<file path="src/rtl/cad_pkg.sv">
package cad_pkg;

  // Default limits of the decoder; the top level may override them.
  localparam int CAD_MAX_DATA_SYMBOLS  = 128;
  localparam int CAD_MAX_PREFIX_CHARS  = 31;
  localparam int CAD_MAX_PAYLOAD_BYTES = 65;

  // Queue depths (powers of two).
  localparam int CAD_IN_DEPTH  = 2;
  localparam int CAD_OUT_DEPTH = 4;

  // Length of the checksum hold-back line, in symbols.
  localparam int CAD_DLY_LEN = 8;

  // Generator terms of the 40-bit BCH polymod.
  localparam logic [39:0] CAD_GEN0 = 40'h98f2bc8e61;
  localparam logic [39:0] CAD_GEN1 = 40'h79b76d99e2;
  localparam logic [39:0] CAD_GEN2 = 40'hf33e5fb3c4;
  localparam logic [39:0] CAD_GEN3 = 40'hae2eabe2a8;
  localparam logic [39:0] CAD_GEN4 = 40'h1e4f43e470;

  typedef enum logic [2:0] {
    ST_OK           = 3'd0,
    ST_BAD_CHAR     = 3'd1,
    ST_PREFIX_LONG  = 3'd2,
    ST_SHORT        = 3'd3,
    ST_CHECKSUM     = 3'd4,
    ST_LEN_MISMATCH = 3'd5,
    ST_TOO_LONG     = 3'd6
  } cad_status_e;

  // One classified character as it waits between the front and the back.
  typedef struct packed {
    logic       kind;    // 0 prefix, 1 base32 data
    logic [4:0] ch5;     // low five bits of the raw character
    logic       sym_ok;  // character is in the base32 alphabet
    logic [4:0] sym;     // its base32 value
    logic       fin;     // last character of the address
  } cad_item_t;

  typedef struct packed {
    logic [6:0]  digest_len;
    logic [3:0]  ver_type;
    cad_status_e status;
    logic [5:0]  byte_index;
    logic [7:0]  out_byte;
    logic        is_status;
    logic        end_of_result;
  } cad_result_t;

  // Results written by the back end in one cycle, first result in res0.
  typedef struct packed {
    logic [1:0]  cnt;
    cad_result_t res0;
    cad_result_t res1;
  } cad_push_t;

  function automatic logic [39:0] cad_poly_step(logic [39:0] acc, logic [4:0] v);
    logic [4:0]  top;
    logic [39:0] c;
    top = acc[39:35];
    c   = {acc[34:0], v};
    if (top[0]) c = c ^ CAD_GEN0;
    if (top[1]) c = c ^ CAD_GEN1;
    if (top[2]) c = c ^ CAD_GEN2;
    if (top[3]) c = c ^ CAD_GEN3;
    if (top[4]) c = c ^ CAD_GEN4;
    return c;
  endfunction

  // Returns {valid, symbol}; letters match in either case.
  function automatic logic [5:0] cad_sym_lookup(logic [7:0] ch);
    logic [7:0] lc;
    logic [5:0] r;
    lc = ch;
    if (ch >= 8'h41 && ch <= 8'h5a) lc = ch + 8'd32;
    case (lc)
      8'h71: r = {1'b1, 5'd0};
      8'h70: r = {1'b1, 5'd1};
      8'h7a: r = {1'b1, 5'd2};
      8'h72: r = {1'b1, 5'd3};
      8'h79: r = {1'b1, 5'd4};
      8'h39: r = {1'b1, 5'd5};
      8'h78: r = {1'b1, 5'd6};
      8'h38: r = {1'b1, 5'd7};
      8'h67: r = {1'b1, 5'd8};
      8'h66: r = {1'b1, 5'd9};
      8'h32: r = {1'b1, 5'd10};
      8'h74: r = {1'b1, 5'd11};
      8'h76: r = {1'b1, 5'd12};
      8'h64: r = {1'b1, 5'd13};
      8'h77: r = {1'b1, 5'd14};
      8'h30: r = {1'b1, 5'd15};
      8'h73: r = {1'b1, 5'd16};
      8'h33: r = {1'b1, 5'd17};
      8'h6a: r = {1'b1, 5'd18};
      8'h6e: r = {1'b1, 5'd19};
      8'h35: r = {1'b1, 5'd20};
      8'h34: r = {1'b1, 5'd21};
      8'h6b: r = {1'b1, 5'd22};
      8'h68: r = {1'b1, 5'd23};
      8'h63: r = {1'b1, 5'd24};
      8'h65: r = {1'b1, 5'd25};
      8'h36: r = {1'b1, 5'd26};
      8'h6d: r = {1'b1, 5'd27};
      8'h75: r = {1'b1, 5'd28};
      8'h61: r = {1'b1, 5'd29};
      8'h37: r = {1'b1, 5'd30};
      8'h6c: r = {1'b1, 5'd31};
      default: r = 6'd0;
    endcase
    return r;
  endfunction

  function automatic logic [6:0] cad_digest_len(logic [2:0] len_code);
    logic [6:0] r;
    case (len_code)
      3'd0: r = 7'd20;
      3'd1: r = 7'd24;
      3'd2: r = 7'd28;
      3'd3: r = 7'd32;
      3'd4: r = 7'd40;
      3'd5: r = 7'd48;
      3'd6: r = 7'd56;
      default: r = 7'd64;
    endcase
    return r;
  endfunction

endpackage

</file>
<file path="src/rtl/cad_queue.sv">
module cad_queue import cad_pkg::*; #(
  parameter int WIDTH = 8,
  parameter int DEPTH = 4
) (
  input  logic                             clk_i,
  input  logic                             rst_ni,
  input  logic [1:0]                       push_cnt_i,
  input  logic [WIDTH-1:0]                 data0_i,
  input  logic [WIDTH-1:0]                 data1_i,
  input  logic                             pop_i,
  output logic                             valid_o,
  output logic [WIDTH-1:0]                 data_o,
  output logic [$clog2(DEPTH+1)-1:0]       level_o
);

  localparam int PTR_W = $clog2(DEPTH);
  localparam int LVL_W = $clog2(DEPTH + 1);

  logic [WIDTH-1:0] mem_q [DEPTH];
  logic [PTR_W-1:0] wr_ptr_q, wr_ptr_d, rd_ptr_q, rd_ptr_d, wr_ptr_nx;
  logic [LVL_W-1:0] level_q, level_d;

  assign wr_ptr_nx = wr_ptr_q + PTR_W'(1);

  always_comb begin
    wr_ptr_d = wr_ptr_q + PTR_W'(push_cnt_i);
    rd_ptr_d = rd_ptr_q + PTR_W'(pop_i);
    level_d  = level_q + LVL_W'(push_cnt_i) - LVL_W'(pop_i);
  end

  always_ff @(posedge clk_i or negedge rst_ni) begin
    if (!rst_ni) begin
      wr_ptr_q <= '0;
      rd_ptr_q <= '0;
      level_q  <= '0;
    end else begin
      wr_ptr_q <= wr_ptr_d;
      rd_ptr_q <= rd_ptr_d;
      level_q  <= level_d;
    end
  end

  always_ff @(posedge clk_i) begin
    if (push_cnt_i != 2'd0) begin
      mem_q[wr_ptr_q] <= data0_i;
    end
    if (push_cnt_i == 2'd2) begin
      mem_q[wr_ptr_nx] <= data1_i;
    end
  end

  assign valid_o = (level_q != '0);
  assign data_o  = mem_q[rd_ptr_q];
  assign level_o = level_q;

endmodule

</file>
<file path="src/rtl/cad_front.sv">
module cad_front import cad_pkg::*; (
  input  logic      clk_i,
  input  logic      rst_ni,
  input  logic      s_valid_i,
  output logic      s_ready_o,
  input  logic [7:0] s_ch_i,
  input  logic      s_kind_i,
  input  logic      s_fin_i,
  output logic      item_valid_o,
  output cad_item_t item_o,
  input  logic      item_pop_i
);

  localparam int LVL_W = $clog2(CAD_IN_DEPTH + 1);

  cad_item_t         cls_item;
  logic [5:0]        lookup;
  logic              push;
  logic [LVL_W-1:0]  level;
  logic [$bits(cad_item_t)-1:0] q_data;

  // Classification happens on the way in, so the back end sees a ready symbol.
  always_comb begin
    lookup          = cad_sym_lookup(s_ch_i);
    cls_item.kind   = s_kind_i;
    cls_item.ch5    = s_ch_i[4:0];
    cls_item.sym_ok = lookup[5];
    cls_item.sym    = lookup[4:0];
    cls_item.fin    = s_fin_i;
  end

  assign s_ready_o = (level != LVL_W'(CAD_IN_DEPTH));
  assign push      = s_valid_i && s_ready_o;

  cad_queue #(
    .WIDTH ($bits(cad_item_t)),
    .DEPTH (CAD_IN_DEPTH)
  ) u_in_queue (
    .clk_i      (clk_i),
    .rst_ni     (rst_ni),
    .push_cnt_i ({1'b0, push}),
    .data0_i    (cls_item),
    .data1_i    ('0),
    .pop_i      (item_pop_i),
    .valid_o    (item_valid_o),
    .data_o     (q_data),
    .level_o    (level)
  );

  assign item_o = q_data;

endmodule

</file>
<file path="src/rtl/cad_back.sv">
module cad_back import cad_pkg::*; #(
  parameter int MAX_DATA_SYMBOLS  = CAD_MAX_DATA_SYMBOLS,
  parameter int MAX_PREFIX_CHARS  = CAD_MAX_PREFIX_CHARS,
  parameter int MAX_PAYLOAD_BYTES = CAD_MAX_PAYLOAD_BYTES
) (
  input  logic      clk_i,
  input  logic      rst_ni,
  input  logic      item_valid_i,
  input  cad_item_t item_i,
  output logic      item_pop_o,
  input  logic      room_i,
  output cad_push_t push_o
);

  localparam int DC_W = $clog2(MAX_DATA_SYMBOLS + 1);
  localparam int PC_W = $clog2(MAX_PREFIX_CHARS + 1);
  localparam int BC_W = $clog2(MAX_PAYLOAD_BYTES + 1);

  logic [39:0]  poly_q, poly_d, poly_p1;
  logic [PC_W-1:0] pcnt_q, pcnt_d;
  logic [DC_W-1:0] dcnt_q, dcnt_d;
  logic [4:0]   dly_q [CAD_DLY_LEN];
  logic [4:0]   dly_d [CAD_DLY_LEN];
  logic [6:0]   bbuf_q, bbuf_d;
  logic [2:0]   bcnt_q, bcnt_d;
  logic [BC_W-1:0] bytes_q, bytes_d;
  logic [7:0]   ver_q, ver_d;
  cad_status_e  err_q, err_d;

  logic         fire;
  logic [11:0]  acc;
  logic [3:0]   bits;
  logic [7:0]   byte_val;
  logic [7:0]   bidx;
  logic         hash_emit;
  cad_result_t  hash_res, stat_res;
  cad_status_e  fstat;
  logic [6:0]   exp_len;

  assign fire       = item_valid_i && room_i;
  assign item_pop_o = fire;

  always_comb begin
    poly_d    = poly_q;
    pcnt_d    = pcnt_q;
    dcnt_d    = dcnt_q;
    dly_d     = dly_q;
    bbuf_d    = bbuf_q;
    bcnt_d    = bcnt_q;
    bytes_d   = bytes_q;
    ver_d     = ver_q;
    err_d     = err_q;
    hash_emit = 1'b0;
    hash_res  = '0;
    stat_res  = '0;
    fstat     = ST_OK;
    poly_p1   = poly_q;
    acc       = {bbuf_q, dly_q[0]};
    bits      = {1'b0, bcnt_q} + 4'd5;
    byte_val  = '0;
    bidx      = 8'(bytes_q) - 8'd1;
    exp_len   = '0;
    push_o    = '0;

    if (item_i.kind == 1'b0) begin
      if (dcnt_q != '0) begin
        if (err_d == ST_OK) err_d = ST_BAD_CHAR;
      end else if (pcnt_q >= PC_W'(MAX_PREFIX_CHARS)) begin
        if (err_d == ST_OK) err_d = ST_PREFIX_LONG;
      end else begin
        poly_d = cad_poly_step(poly_q, item_i.ch5);
        pcnt_d = pcnt_q + PC_W'(1);
      end
    end else begin
      if (dcnt_q >= DC_W'(MAX_DATA_SYMBOLS)) begin
        if (err_d == ST_OK) err_d = ST_TOO_LONG;
      end else begin
        dcnt_d = dcnt_q + DC_W'(1);
        if (!item_i.sym_ok && err_d == ST_OK) err_d = ST_BAD_CHAR;
        if (err_d == ST_OK) begin
          // The separator symbol goes in ahead of the first data symbol.
          if (dcnt_q == '0) poly_p1 = cad_poly_step(poly_q, 5'd0);
          poly_d = cad_poly_step(poly_p1, item_i.sym);
          if (dcnt_q >= DC_W'(CAD_DLY_LEN)) begin
            if (bits >= 4'd8) begin
              bits     = bits - 4'd8;
              byte_val = 8'(acc >> bits);
              bbuf_d   = 7'(acc & ((12'd1 << bits) - 12'd1));
              if (bytes_q >= BC_W'(MAX_PAYLOAD_BYTES)) begin
                err_d = ST_TOO_LONG;
              end else begin
                if (bytes_q == '0) begin
                  ver_d = byte_val;
                end else begin
                  hash_emit           = 1'b1;
                  hash_res.out_byte   = byte_val;
                  hash_res.byte_index = bidx[5:0];
                end
                bytes_d = bytes_q + BC_W'(1);
              end
            end else begin
              bbuf_d = acc[6:0];
            end
            bcnt_d = bits[2:0];
          end
          for (int i = 0; i < CAD_DLY_LEN - 1; i++) begin
            dly_d[i] = dly_q[i+1];
          end
          dly_d[CAD_DLY_LEN-1] = item_i.sym;
        end
      end
    end

    if (item_i.fin) begin
      exp_len = cad_digest_len(ver_d[2:0]);
      if (err_d == ST_PREFIX_LONG) fstat = ST_PREFIX_LONG;
      else if (dcnt_d < DC_W'(CAD_DLY_LEN)) fstat = ST_SHORT;
      else if (err_d != ST_OK) fstat = err_d;
      else if (poly_d != 40'd1) fstat = ST_CHECKSUM;
      else if (bytes_d == '0) fstat = ST_SHORT;
      else if (8'(bytes_d) != 8'(exp_len) + 8'd1) fstat = ST_LEN_MISMATCH;
      else fstat = ST_OK;
      stat_res.is_status     = 1'b1;
      stat_res.end_of_result = 1'b1;
      stat_res.status        = fstat;
      if (fstat == ST_OK) begin
        stat_res.ver_type   = ver_d[6:3];
        stat_res.digest_len = exp_len;
      end
      // Back to the reset state for the next address.
      poly_d  = 40'd1;
      pcnt_d  = '0;
      dcnt_d  = '0;
      for (int i = 0; i < CAD_DLY_LEN; i++) begin
        dly_d[i] = '0;
      end
      bbuf_d  = '0;
      bcnt_d  = '0;
      bytes_d = '0;
      ver_d   = '0;
      err_d   = ST_OK;
    end

    if (fire) begin
      if (hash_emit) begin
        push_o.res0 = hash_res;
        push_o.res1 = stat_res;
        push_o.cnt  = item_i.fin ? 2'd2 : 2'd1;
      end else begin
        push_o.res0 = stat_res;
        push_o.cnt  = item_i.fin ? 2'd1 : 2'd0;
      end
    end
  end

  always_ff @(posedge clk_i or negedge rst_ni) begin
    if (!rst_ni) begin
      poly_q  <= 40'd1;
      pcnt_q  <= '0;
      dcnt_q  <= '0;
      for (int i = 0; i < CAD_DLY_LEN; i++) begin
        dly_q[i] <= '0;
      end
      bbuf_q  <= '0;
      bcnt_q  <= '0;
      bytes_q <= '0;
      ver_q   <= '0;
      err_q   <= ST_OK;
    end else if (fire) begin
      poly_q  <= poly_d;
      pcnt_q  <= pcnt_d;
      dcnt_q  <= dcnt_d;
      dly_q   <= dly_d;
      bbuf_q  <= bbuf_d;
      bcnt_q  <= bcnt_d;
      bytes_q <= bytes_d;
      ver_q   <= ver_d;
      err_q   <= err_d;
    end
  end

endmodule

</file>
<file path="src/rtl/cashaddr_stream_decoder_top.sv">
// Dir | Bus    | tdata, low bit up                                  | tuser     | tlast
// ----+--------+----------------------------------------------------+-----------+--------------
// in  | s_axis | ch                                                 | kind      | final_char
// out | m_axis | out_byte, byte_index, status, ver_type, digest_len | is_status | end_of_result
//
// One character item is taken every cycle unless the output stalls; a character that produces
// a hash byte and the status item puts two results in the output queue, so the output drain
// sets the rate there. The polymod, the hold-back line and the unpacker are updated together
// in the back end; a character is registered in the input queue and its results in the output
// queue, which drives m_axis.
// Reset is asynchronous and active low; the block accepts items from the first cycle.
// Either side may stall: the input queue and the output queue decouple them.

module cashaddr_stream_decoder_top import cad_pkg::*; #(
  parameter int MAX_DATA_SYMBOLS  = CAD_MAX_DATA_SYMBOLS,
  parameter int MAX_PREFIX_CHARS  = CAD_MAX_PREFIX_CHARS,
  parameter int MAX_PAYLOAD_BYTES = CAD_MAX_PAYLOAD_BYTES
) (
  input  logic        clk_i,
  input  logic        rst_ni,
  input  logic        s_axis_tvalid,
  output logic        s_axis_tready,
  input  logic [7:0]  s_axis_tdata,   // [7:0] ch
  input  logic        s_axis_tuser,   // [0] kind
  input  logic        s_axis_tlast,   // final_char
  output logic        m_axis_tvalid,
  input  logic        m_axis_tready,
  output logic [31:0] m_axis_tdata,   // [7:0] out_byte, [13:8] byte_index, [16:14] status,
                                      // [20:17] ver_type, [27:21] digest_len, [31:28] zero
  output logic        m_axis_tuser,   // [0] is_status
  output logic        m_axis_tlast    // end_of_result
);

  localparam int OUT_LVL_W = $clog2(CAD_OUT_DEPTH + 1);

  logic                          item_valid;
  cad_item_t                     item;
  logic                          item_pop;
  cad_push_t                     push;
  logic                          room;
  logic [OUT_LVL_W-1:0]          out_level;
  logic [$bits(cad_result_t)-1:0] out_raw;
  cad_result_t                   out_res;

  // The front end classifies each character and queues it.
  cad_front u_front (
    .clk_i        (clk_i),
    .rst_ni       (rst_ni),
    .s_valid_i    (s_axis_tvalid),
    .s_ready_o    (s_axis_tready),
    .s_ch_i       (s_axis_tdata),
    .s_kind_i     (s_axis_tuser),
    .s_fin_i      (s_axis_tlast),
    .item_valid_o (item_valid),
    .item_o       (item),
    .item_pop_i   (item_pop)
  );

  // The back end only fires when the output queue can take two results,
  // since a final data character may produce a hash byte and the status.
  assign room = (out_level <= OUT_LVL_W'(CAD_OUT_DEPTH - 2));

  cad_back #(
    .MAX_DATA_SYMBOLS  (MAX_DATA_SYMBOLS),
    .MAX_PREFIX_CHARS  (MAX_PREFIX_CHARS),
    .MAX_PAYLOAD_BYTES (MAX_PAYLOAD_BYTES)
  ) u_back (
    .clk_i        (clk_i),
    .rst_ni       (rst_ni),
    .item_valid_i (item_valid),
    .item_i       (item),
    .item_pop_o   (item_pop),
    .room_i       (room),
    .push_o       (push)
  );

  cad_queue #(
    .WIDTH ($bits(cad_result_t)),
    .DEPTH (CAD_OUT_DEPTH)
  ) u_out_queue (
    .clk_i      (clk_i),
    .rst_ni     (rst_ni),
    .push_cnt_i (push.cnt),
    .data0_i    (push.res0),
    .data1_i    (push.res1),
    .pop_i      (m_axis_tvalid && m_axis_tready),
    .valid_o    (m_axis_tvalid),
    .data_o     (out_raw),
    .level_o    (out_level)
  );

  assign out_res = out_raw;

  assign m_axis_tdata = {4'd0, out_res.digest_len, out_res.ver_type, out_res.status,
                         out_res.byte_index, out_res.out_byte};
  assign m_axis_tuser = out_res.is_status;
  assign m_axis_tlast = out_res.end_of_result;

endmodule

</file>
<file path="config.mk">
export PLATFORM = sky130hd
export DESIGN_NAME = cashaddr_stream_decoder_top
export DESIGN_NICKNAME = d
export VERILOG_FILES = /design/src/rtl/cad_pkg.sv /design/src/rtl/cad_queue.sv /design/src/rtl/cad_front.sv /design/src/rtl/cad_back.sv /design/src/rtl/cashaddr_stream_decoder_top.sv
export SDC_FILE = /design/constraint.sdc
export NUM_CORES = 1
export LEC_CHECK = 0
export BUFFER_PORTS_ARGS = -buffer_cell sky130_fd_sc_hd__buf_2
export CAP_MARGIN = 30
export CORE_MARGIN = 2
export CORE_UTILIZATION = 39
export DETAILED_ROUTE_END_ITERATION = 10
export SLEW_MARGIN = 10
export SYNTH_ARGS = -nofsm -noshare
export SYNTH_HDL_FRONTEND = slang
export SYNTH_SLANG_ARGS = --single-unit
</file>
<file path="constraint.sdc">
create_clock -name clk_i -period 7.8 [get_ports clk_i]
set_clock_uncertainty 0.2 [all_clocks]
set_input_delay 0 -clock clk_i [delete_from_list [all_inputs] [get_ports clk_i]]
set_output_delay 0 -clock clk_i [all_outputs]
set_load 0.02 [all_outputs]
</file>
**Word level (Yosys, flattened, before mapping)**

Memory sizes are Yosys's and may differ from the RTL's.
Index checks and enable logic that the tools add are counted.

- Register bits after elaboration: 131
- Memories: 3
- Input bits: 14
- Bits in read-only memories: 768
- Word-level logic and storage cells: 266
- Bits in writable memories: 146
- Latch bits: 0

Memory list:

| memory | depth | bits a word | read ports | clocked after memory_dff | wr ports | line | text |
|---|---|---|---|---|---|---|---|
| (name not given) | 128 | 6 | 1 | 0 | 0 | cad_pkg.sv:77 | `case (lc)` |
| u_out_queue.mem_q | 4 | 30 | 1 | 0 | 2 | cad_queue.sv:19 | `logic [WIDTH-1:0] mem_q [DEPTH];` |
| u_front.u_in_queue.mem_q | 2 | 13 | 1 | 0 | 1 | cad_queue.sv:19 |  |

- Multipliers: 0
- Multiplexer cells: 157
- Div/mod/pow operators: 0
- Reductions and logical operators: 24
- Bitwise gates (word level): 16
- Add/sub/neg operators: 18
- Shifts and indexed selects: 2
- Equal/unequal tests: 15
- Order comparisons: 9

Operator list:

| cell | number |
|---|---|
| 2-to-1 mux 40 bit | 63 |
| 2-to-1 mux 7 bit | 22 |
| 2-to-1 mux 39 bit | 3 |
| 2-to-1 mux 14 bit | 8 |
| 2-to-1 mux 37 bit | 3 |
| 2-to-1 mux 3 bit | 28 |
| inverter 25 bit | 3 |
| inverter 24 bit | 3 |
| inverter 21 bit | 3 |
| 2-to-1 mux 62 bit | 1 |
| inverter 20 bit | 3 |
| inverter 19 bit | 3 |
| one-hot mux 7 bit (7 select lines) | 1 |
| != test 40 x 1 -> 1 bit (second input constant) | 1 |
| 2-to-1 mux 32 bit | 1 |
| 2-to-1 mux 8 bit | 4 |
| 2-to-1 mux 30 bit | 1 |
| 2-to-1 mux 5 bit | 4 |
| zero test 7 bit | 2 |
| 2-to-1 mux 1 bit | 14 |
| zero test 3 bit | 4 |
| right shift 12 x 4 -> 8 bit | 1 |
| 2-to-1 mux 11 bit | 1 |
| nonzero test 2 bit | 5 |
| other kinds (43) | 59 |

**Depth between registers and ports, before layout**

An unclocked memory read counts as a cell.

- Word-level depth: 73
- Mapped depth: 18
- Mapped depth without buffers: 14

**By module**

From an unflattened synthesis, not the netlist that was laid out.

- Cell total of the unflattened synthesis: 1681
- Area, all modules: 19102.1 um^2

By module, submodules not included:

| module | area an instance (um^2) | cells an instance | times used | seq. area each (um^2) |
|---|---|---|---|---|
| cad_back | 10482.6 | 1169 | 1 | 3004.1 |
| cad_queue at u_out_queue | 6467.5 | 326 | 1 | 3778.6 |
| cad_queue at u_front.u_in_queue | 1485.2 | 87 | 1 | 880.8 |
| cad_front | 618.1 | 92 | 1 | 0.0 |
| cashaddr_stream_decoder_top | 48.8 | 7 | 1 | 0.0 |

**Worst setup path before layout**

Ideal clock, no wire load.

- Kind: register to register
- From: register u_back.bcnt_q[0]
- To: memory u_out_queue.mem_q[0][21] (netlist name), data pin
- Data required time: 7431 ps
- Setup slack: 3140 ps
- Stages on the path, launching flop included: 19
- Arrival time: 4292 ps
- Cell sequence: dfrtp_1 buf_2 buf_2 inv_1 ha_1 clkbuf_1 clkbuf_1 mux2i_1 mux2i_1 a221o_1 mux2i_2 nor3_1 or3_1 a31o_1 nor3_1 nand2b_1 a21oi_2 buf_6 nor4b_2

RTL lines:

| what | line | text |
|---|---|---|
| start: declaration | cad_back.sv:25 | `logic [2:0] bcnt_q, bcnt_d;` |
| start signal: assignment | cad_back.sv:175 | `bcnt_q <= bcnt_d;` |
| end: declaration | cad_queue.sv:19 |  |

==> flow_results.org <==
** Status
- The flow ran to the end, and the final reports show no timing, DRC or antenna violations.

** Logic synthesis
- The netlist uses 101 different library cells.
- Mean cell area of the mapped netlist :: between 10 and 15 µm²
- For this run, the leading register cell type out of synthesis is sky130_fd_sc_hd__dfrtp_1.
- Counting flops and latches in the post-synthesis netlist gives 265.
- The synthesized design contains 78 enable-type register cells.
- Summing every instance area after synthesis gives 17090 µm².
- After technology mapping, the gate count stands at 1659.
- Warnings from Yosys :: 0
- Share of flip-flops with an asynchronous set or reset :: between 40 and 50%
- For this run, the register share of the synthesized area comes to 39.46%.

** Global routing
- Met2 usage :: 34.74%
- Antenna violations before repair :: 0
- Sum of overflow across all layers after global routing :: 0
- The via count of the first global-routing pass came to 13.15k.
- The first global-routing pass estimated about 76000 µm of wire.
- Entering global routing, the biggest net connects 75 pins.
- For this run, global-route usage on met3 was measured as 3.000%.
- For met1 alone, demand over resource in global routing was between 20% and 30%.
- Aggregate global-route resource usage :: 21.24%
- met2 is the most crowded layer.

** Floorplanning
- Initial Utilization :: 39.58%
- Std cell rows :: 76
- The die covers 45510 µm².
- Pin placement for this block handled 50 I/O pins.
- In this run the standard cell core region covers 43170 µm².
- The floorplan step set the die width to 213.3 µm.
- The die is 213.3 µm tall.

** Timing
- Worst hold margin :: 38.41 ps
- Worst slew margin relative to its limit :: 34.86%
- Final setup violation count :: 0
- After layout, the worst path uses 78.65% of the clock period.
- Highest attainable clock frequency :: 0.1630 GHz
- Number of hold violations in the final report :: 0
- Adding up every negative setup slack in the final design gives 0 ps.
- Setup repair after global routing missed its margin :: false
- After layout, the minimum clock period comes to 6135 ps.
- Number of pins with negative max-slew slack in the final report :: 0
- Worst Tran Pin Value :: 969.6 ps
- Setup slack closes at 1665 ps.

** Power
- Share of total power in the clock network :: 18.7%
- Switching power :: 3.757 mW
- Net switching is 44.98% of the power.
- The completed layout was analyzed and its total power is 8.353 mW.
- Comb pwr share :: between 50 and 60%
- Fraction of power consumed by sequential logic :: 22.5%
- Leakage power total :: 7.376 nW
- Worst-case vdd ir drop :: between 0.00015 and 0.0002 V
- The internal portion of the total power is 4.596 mW.
- Power spread over the standard cell area amounts to between 400 and 500 nW/µm².

** Drt
- After the first detailed-routing iteration, the DRC count stood at 1150.
- Post-detailed-routing wire length :: 47760 µm
- After detailed routing, the average wire length per cell comes to 21.08 µm.
- DRC violation count after routing :: 0
- The first detailed-routing pass ran for 5 iterations.
- The detailed router placed roughly 13k vias in this run.
- Dividing the detail-routed via count by the number of cells gives 5.882.
- The detail route stage leaves a number of antenna-violating nets equal to 0.

** Critical path
- STA classifies the critical path startpoint as a flip-flop.
- CP Launch Point :: u_back.bcnt_q[0]
- CP Data Required Time :: 8000 ps
- Setup slack on the worst reg-to-reg path comes out at 1670 ps.
- Reg-to-reg critical path endpoint :: u_out_queue.mem_q[2][27]
- Class of the most critical setup path :: reg2reg
- Data arrives at the worst endpoint at 6330 ps.
- Critical path capture point :: u_out_queue.mem_q[2][27]
- The worst register-to-register path has a depth of 14.
- Along the worst path, the maximum fanout reaches 40.
- In this run the critical register-to-register path is launched from u_back.bcnt_q[0].
- STA classifies the critical path endpoint as a flip-flop.

** Cells and area
- After the last flow step, the layout net total stands at 1703.
- Most common cell after layout, fill and taps aside :: sky130_fd_sc_hd__nand2_1
- Fraction of layout cells with a size suffix above 1 :: 15.53%
- The area growth from synthesis to layout is 11.20%.
- Util after Layout :: 44.01%
- In the layout the commonest cells are sky130_fd_sc_hd__nand2_1 (193), sky130_fd_sc_hd__o21ai_0 (135), sky130_fd_sc_hd__dfrtp_1 (129), sky130_fd_sc_hd__xnor2_1 (103), sky130_fd_sc_hd__a22o_1 (86).
- 0 antenna diodes ended up in the layout.

** Placed design
- OpenSTA, run right after detailed placement, puts the worst setup slack at ~1700 ps.
- Half-perimeter wire length after detailed placement :: 32670 µm
- Port buffering added 43 buffers.
- Gpl congestion :: between 0.9 and 1

** Job
- Reported max-cap violation count :: 0

** Min path
- Worst hold path class :: in2reg

** Clock tree
- H-tree depth reported by CTS :: 1
- TritonCTS built the clock tree.
- Bufs on Longest Clock Path :: 3
- The clock drives 265 sinks.
- After clock tree synthesis, the clock-pin slew on the worst setup and hold paths is 60 ps.
- At the later pin of the worst-skew pair, clock insertion delay measures 580 ps.
- Root buffer cell :: sky130_fd_sc_hd__clkbuf_16
- TritonCTS created 31 clock buffers.
- The number of setup buffers added after CTS is 0.
==> layout make-up <==
| type | count | area [µm²] |
|---|---|---|
| multi-input combinational | 1230 | 9594 |
| fill | 4116 | 24170 |
| inverter | 36 | 135.1 |
| clock buffer | 37 | 828.3 |
| clock inverter | 21 | 272.8 |
| sequential | 265 | 6744 |
| tap | 585 | 732.0 |
| timing repair buffer | 92 | 694.4 |
==> synthesized netlist by cell type (12+ instances only) <==
| library cell | n | area share (%) |
|---|---|---|
| sky130_fd_sc_hd__nand2_1 | 193 | 4.2 |
| sky130_fd_sc_hd__o21ai_0 | 136 | 4.0 |
| sky130_fd_sc_hd__dfrtp_1 | 130 | 19 |
| sky130_fd_sc_hd__xnor2_1 | 103 | 5.3 |
| sky130_fd_sc_hd__a22o_1 | 86 | 4.4 |
| sky130_fd_sc_hd__nor2_1 | 85 | 1.9 |
| sky130_fd_sc_hd__edfxtp_1 | 78 | 14 |
| sky130_fd_sc_hd__clkbuf_1 | 70 | 1.5 |
| sky130_fd_sc_hd__dfxtp_1 | 56 | 6.6 |
| sky130_fd_sc_hd__a21oi_1 | 55 | 1.6 |
| sky130_fd_sc_hd__xor2_1 | 40 | 2.1 |
| sky130_fd_sc_hd__mux2i_1 | 38 | 2.2 |
| sky130_fd_sc_hd__nor4_2 | 37 | 2.7 |
| sky130_fd_sc_hd__inv_1 | 36 | 0.79 |
| sky130_fd_sc_hd__mux4_2 | 34 | 4.5 |
| sky130_fd_sc_hd__ha_1 | 32 | 2.3 |
| sky130_fd_sc_hd__nor3_1 | 27 | 0.79 |
| sky130_fd_sc_hd__nand3_1 | 24 | 0.70 |
| sky130_fd_sc_hd__buf_2 | 22 | 0.64 |
| sky130_fd_sc_hd__buf_4 | 20 | 0.88 |
| sky130_fd_sc_hd__xnor3_1 | 19 | 2.5 |
| sky130_fd_sc_hd__o211ai_1 | 17 | 0.75 |
| sky130_fd_sc_hd__o22ai_1 | 16 | 0.59 |
| sky130_fd_sc_hd__and2_1 | 13 | 0.48 |
| sky130_fd_sc_hd__o31ai_1 | 12 | 0.53 |
==> per-layer routing <==
| layer | share of wire [%] | vias to the layer above |
|---|---|---|
| met1 | 43 | 6529 |
| met4 | 3.9 | 0 |
| met5 | 0 | - |
| met2 | 47 | 552 |
| met3 | 6.8 | 116 |
| li1 | - | 6132 |
==> power by group through the flow <==
stage | logic, mW | registers [mW] | clock network, mW
after floorplan | 3.72 | 1.75 | 0
after global placement | 4.73 | 1.91 | 0
after detailed placement | 4.79 | 1.90 | 0
after CTS | 4.82 | 1.87 | 1.60
after global routing | 5.23 | 1.90 | 1.65
final | 4.91 | 1.88 | 1.57
==> critical path, stage by stage, from the launching register on <==
cell	delay, ps
sky130_fd_sc_hd__dfrtp_1	810
sky130_fd_sc_hd__inv_1	270
sky130_fd_sc_hd__ha_1	720
sky130_fd_sc_hd__mux4_2	600
sky130_fd_sc_hd__and3_1	200
sky130_fd_sc_hd__a221o_1	260
sky130_fd_sc_hd__mux2i_1	700
sky130_fd_sc_hd__nor3_1	290
sky130_fd_sc_hd__or3_1	460
sky130_fd_sc_hd__a31o_1	230
sky130_fd_sc_hd__nor3_1	250
sky130_fd_sc_hd__nand2b_1	210
sky130_fd_sc_hd__a21oi_4	60
sky130_fd_sc_hd__buf_4	330
sky130_fd_sc_hd__nor4_2	360
==> sequential cells by signal (all words and copies together) (netlist names) <==
register,cells
u_back.acc,5
u_front.u_in_queue.wr_ptr_q,1
u_back.pcnt_q,5
u_out_queue.rd_ptr_q,2
u_back.poly_q,40
u_front.u_in_queue.mem_q,26
u_back.bytes_q,7
u_back.err_q,3
u_out_queue.level_o,3
u_back.dly_q,35
u_back.ver_q,7
u_out_queue.mem_q,108
u_out_queue.wr_ptr_q,2
u_back.bbuf_q,7
u_front.u_in_queue.rd_ptr_q,1
u_back.bcnt_q,3
u_back.dcnt_q,8
u_front.u_in_queue.level_o,2
==> cell families (layout without fill, tap and decap cells) <==
kind of cell	Yosys count	count (layout)	share of synthesized area (%)
AO/OA/AOI/OAI	446	446	18.07
flip-flops	265	265	39.46
XOR/XNOR	180	180	12.10
buffers and inverters	169	186	4.752
other	1	6	0.02195
multiplexers	84	84	7.593
adder cells (fa/ha/maj)	33	33	2.460
AND/OR/NAND/NOR	481	481	15.55
==> timing repair <==
item,CTS,global route
endpoints found under the setup margin,0,0
gates resized for setup,0,0
hold buffers,16,1
hold endpoints to repair,90,4
==> through the flow <==
stage / std cells / instance area, µm²
finish: 2266 / 19000
global route: 2266 / 19000
CTS: 2263 / 18960
detailed placement: 2189 / 17680
global placement: 2187 / 17640
floorplan: 1664 / 17110
==> worst min-delay path by stage <==
stage,to,depth (start not counted),from,slack [ps]
2_1_floorplan,u_back.acc[0],0,rst_ni,-500
3_3_place_gp,u_back.poly_q[39],1,rst_ni,-170
3_5_place_dp,u_back.poly_q[39],1,rst_ni,-170
4_1_cts,u_front.u_in_queue.mem_q[0][5],4,s_axis_tdata[6],30
5_1_grt,u_front.u_in_queue.mem_q[0][6],7,s_axis_tdata[7],60
6_report,u_front.u_in_queue.mem_q[0][6],7,s_axis_tdata[7],40
(Power assumes the default switching activity.)
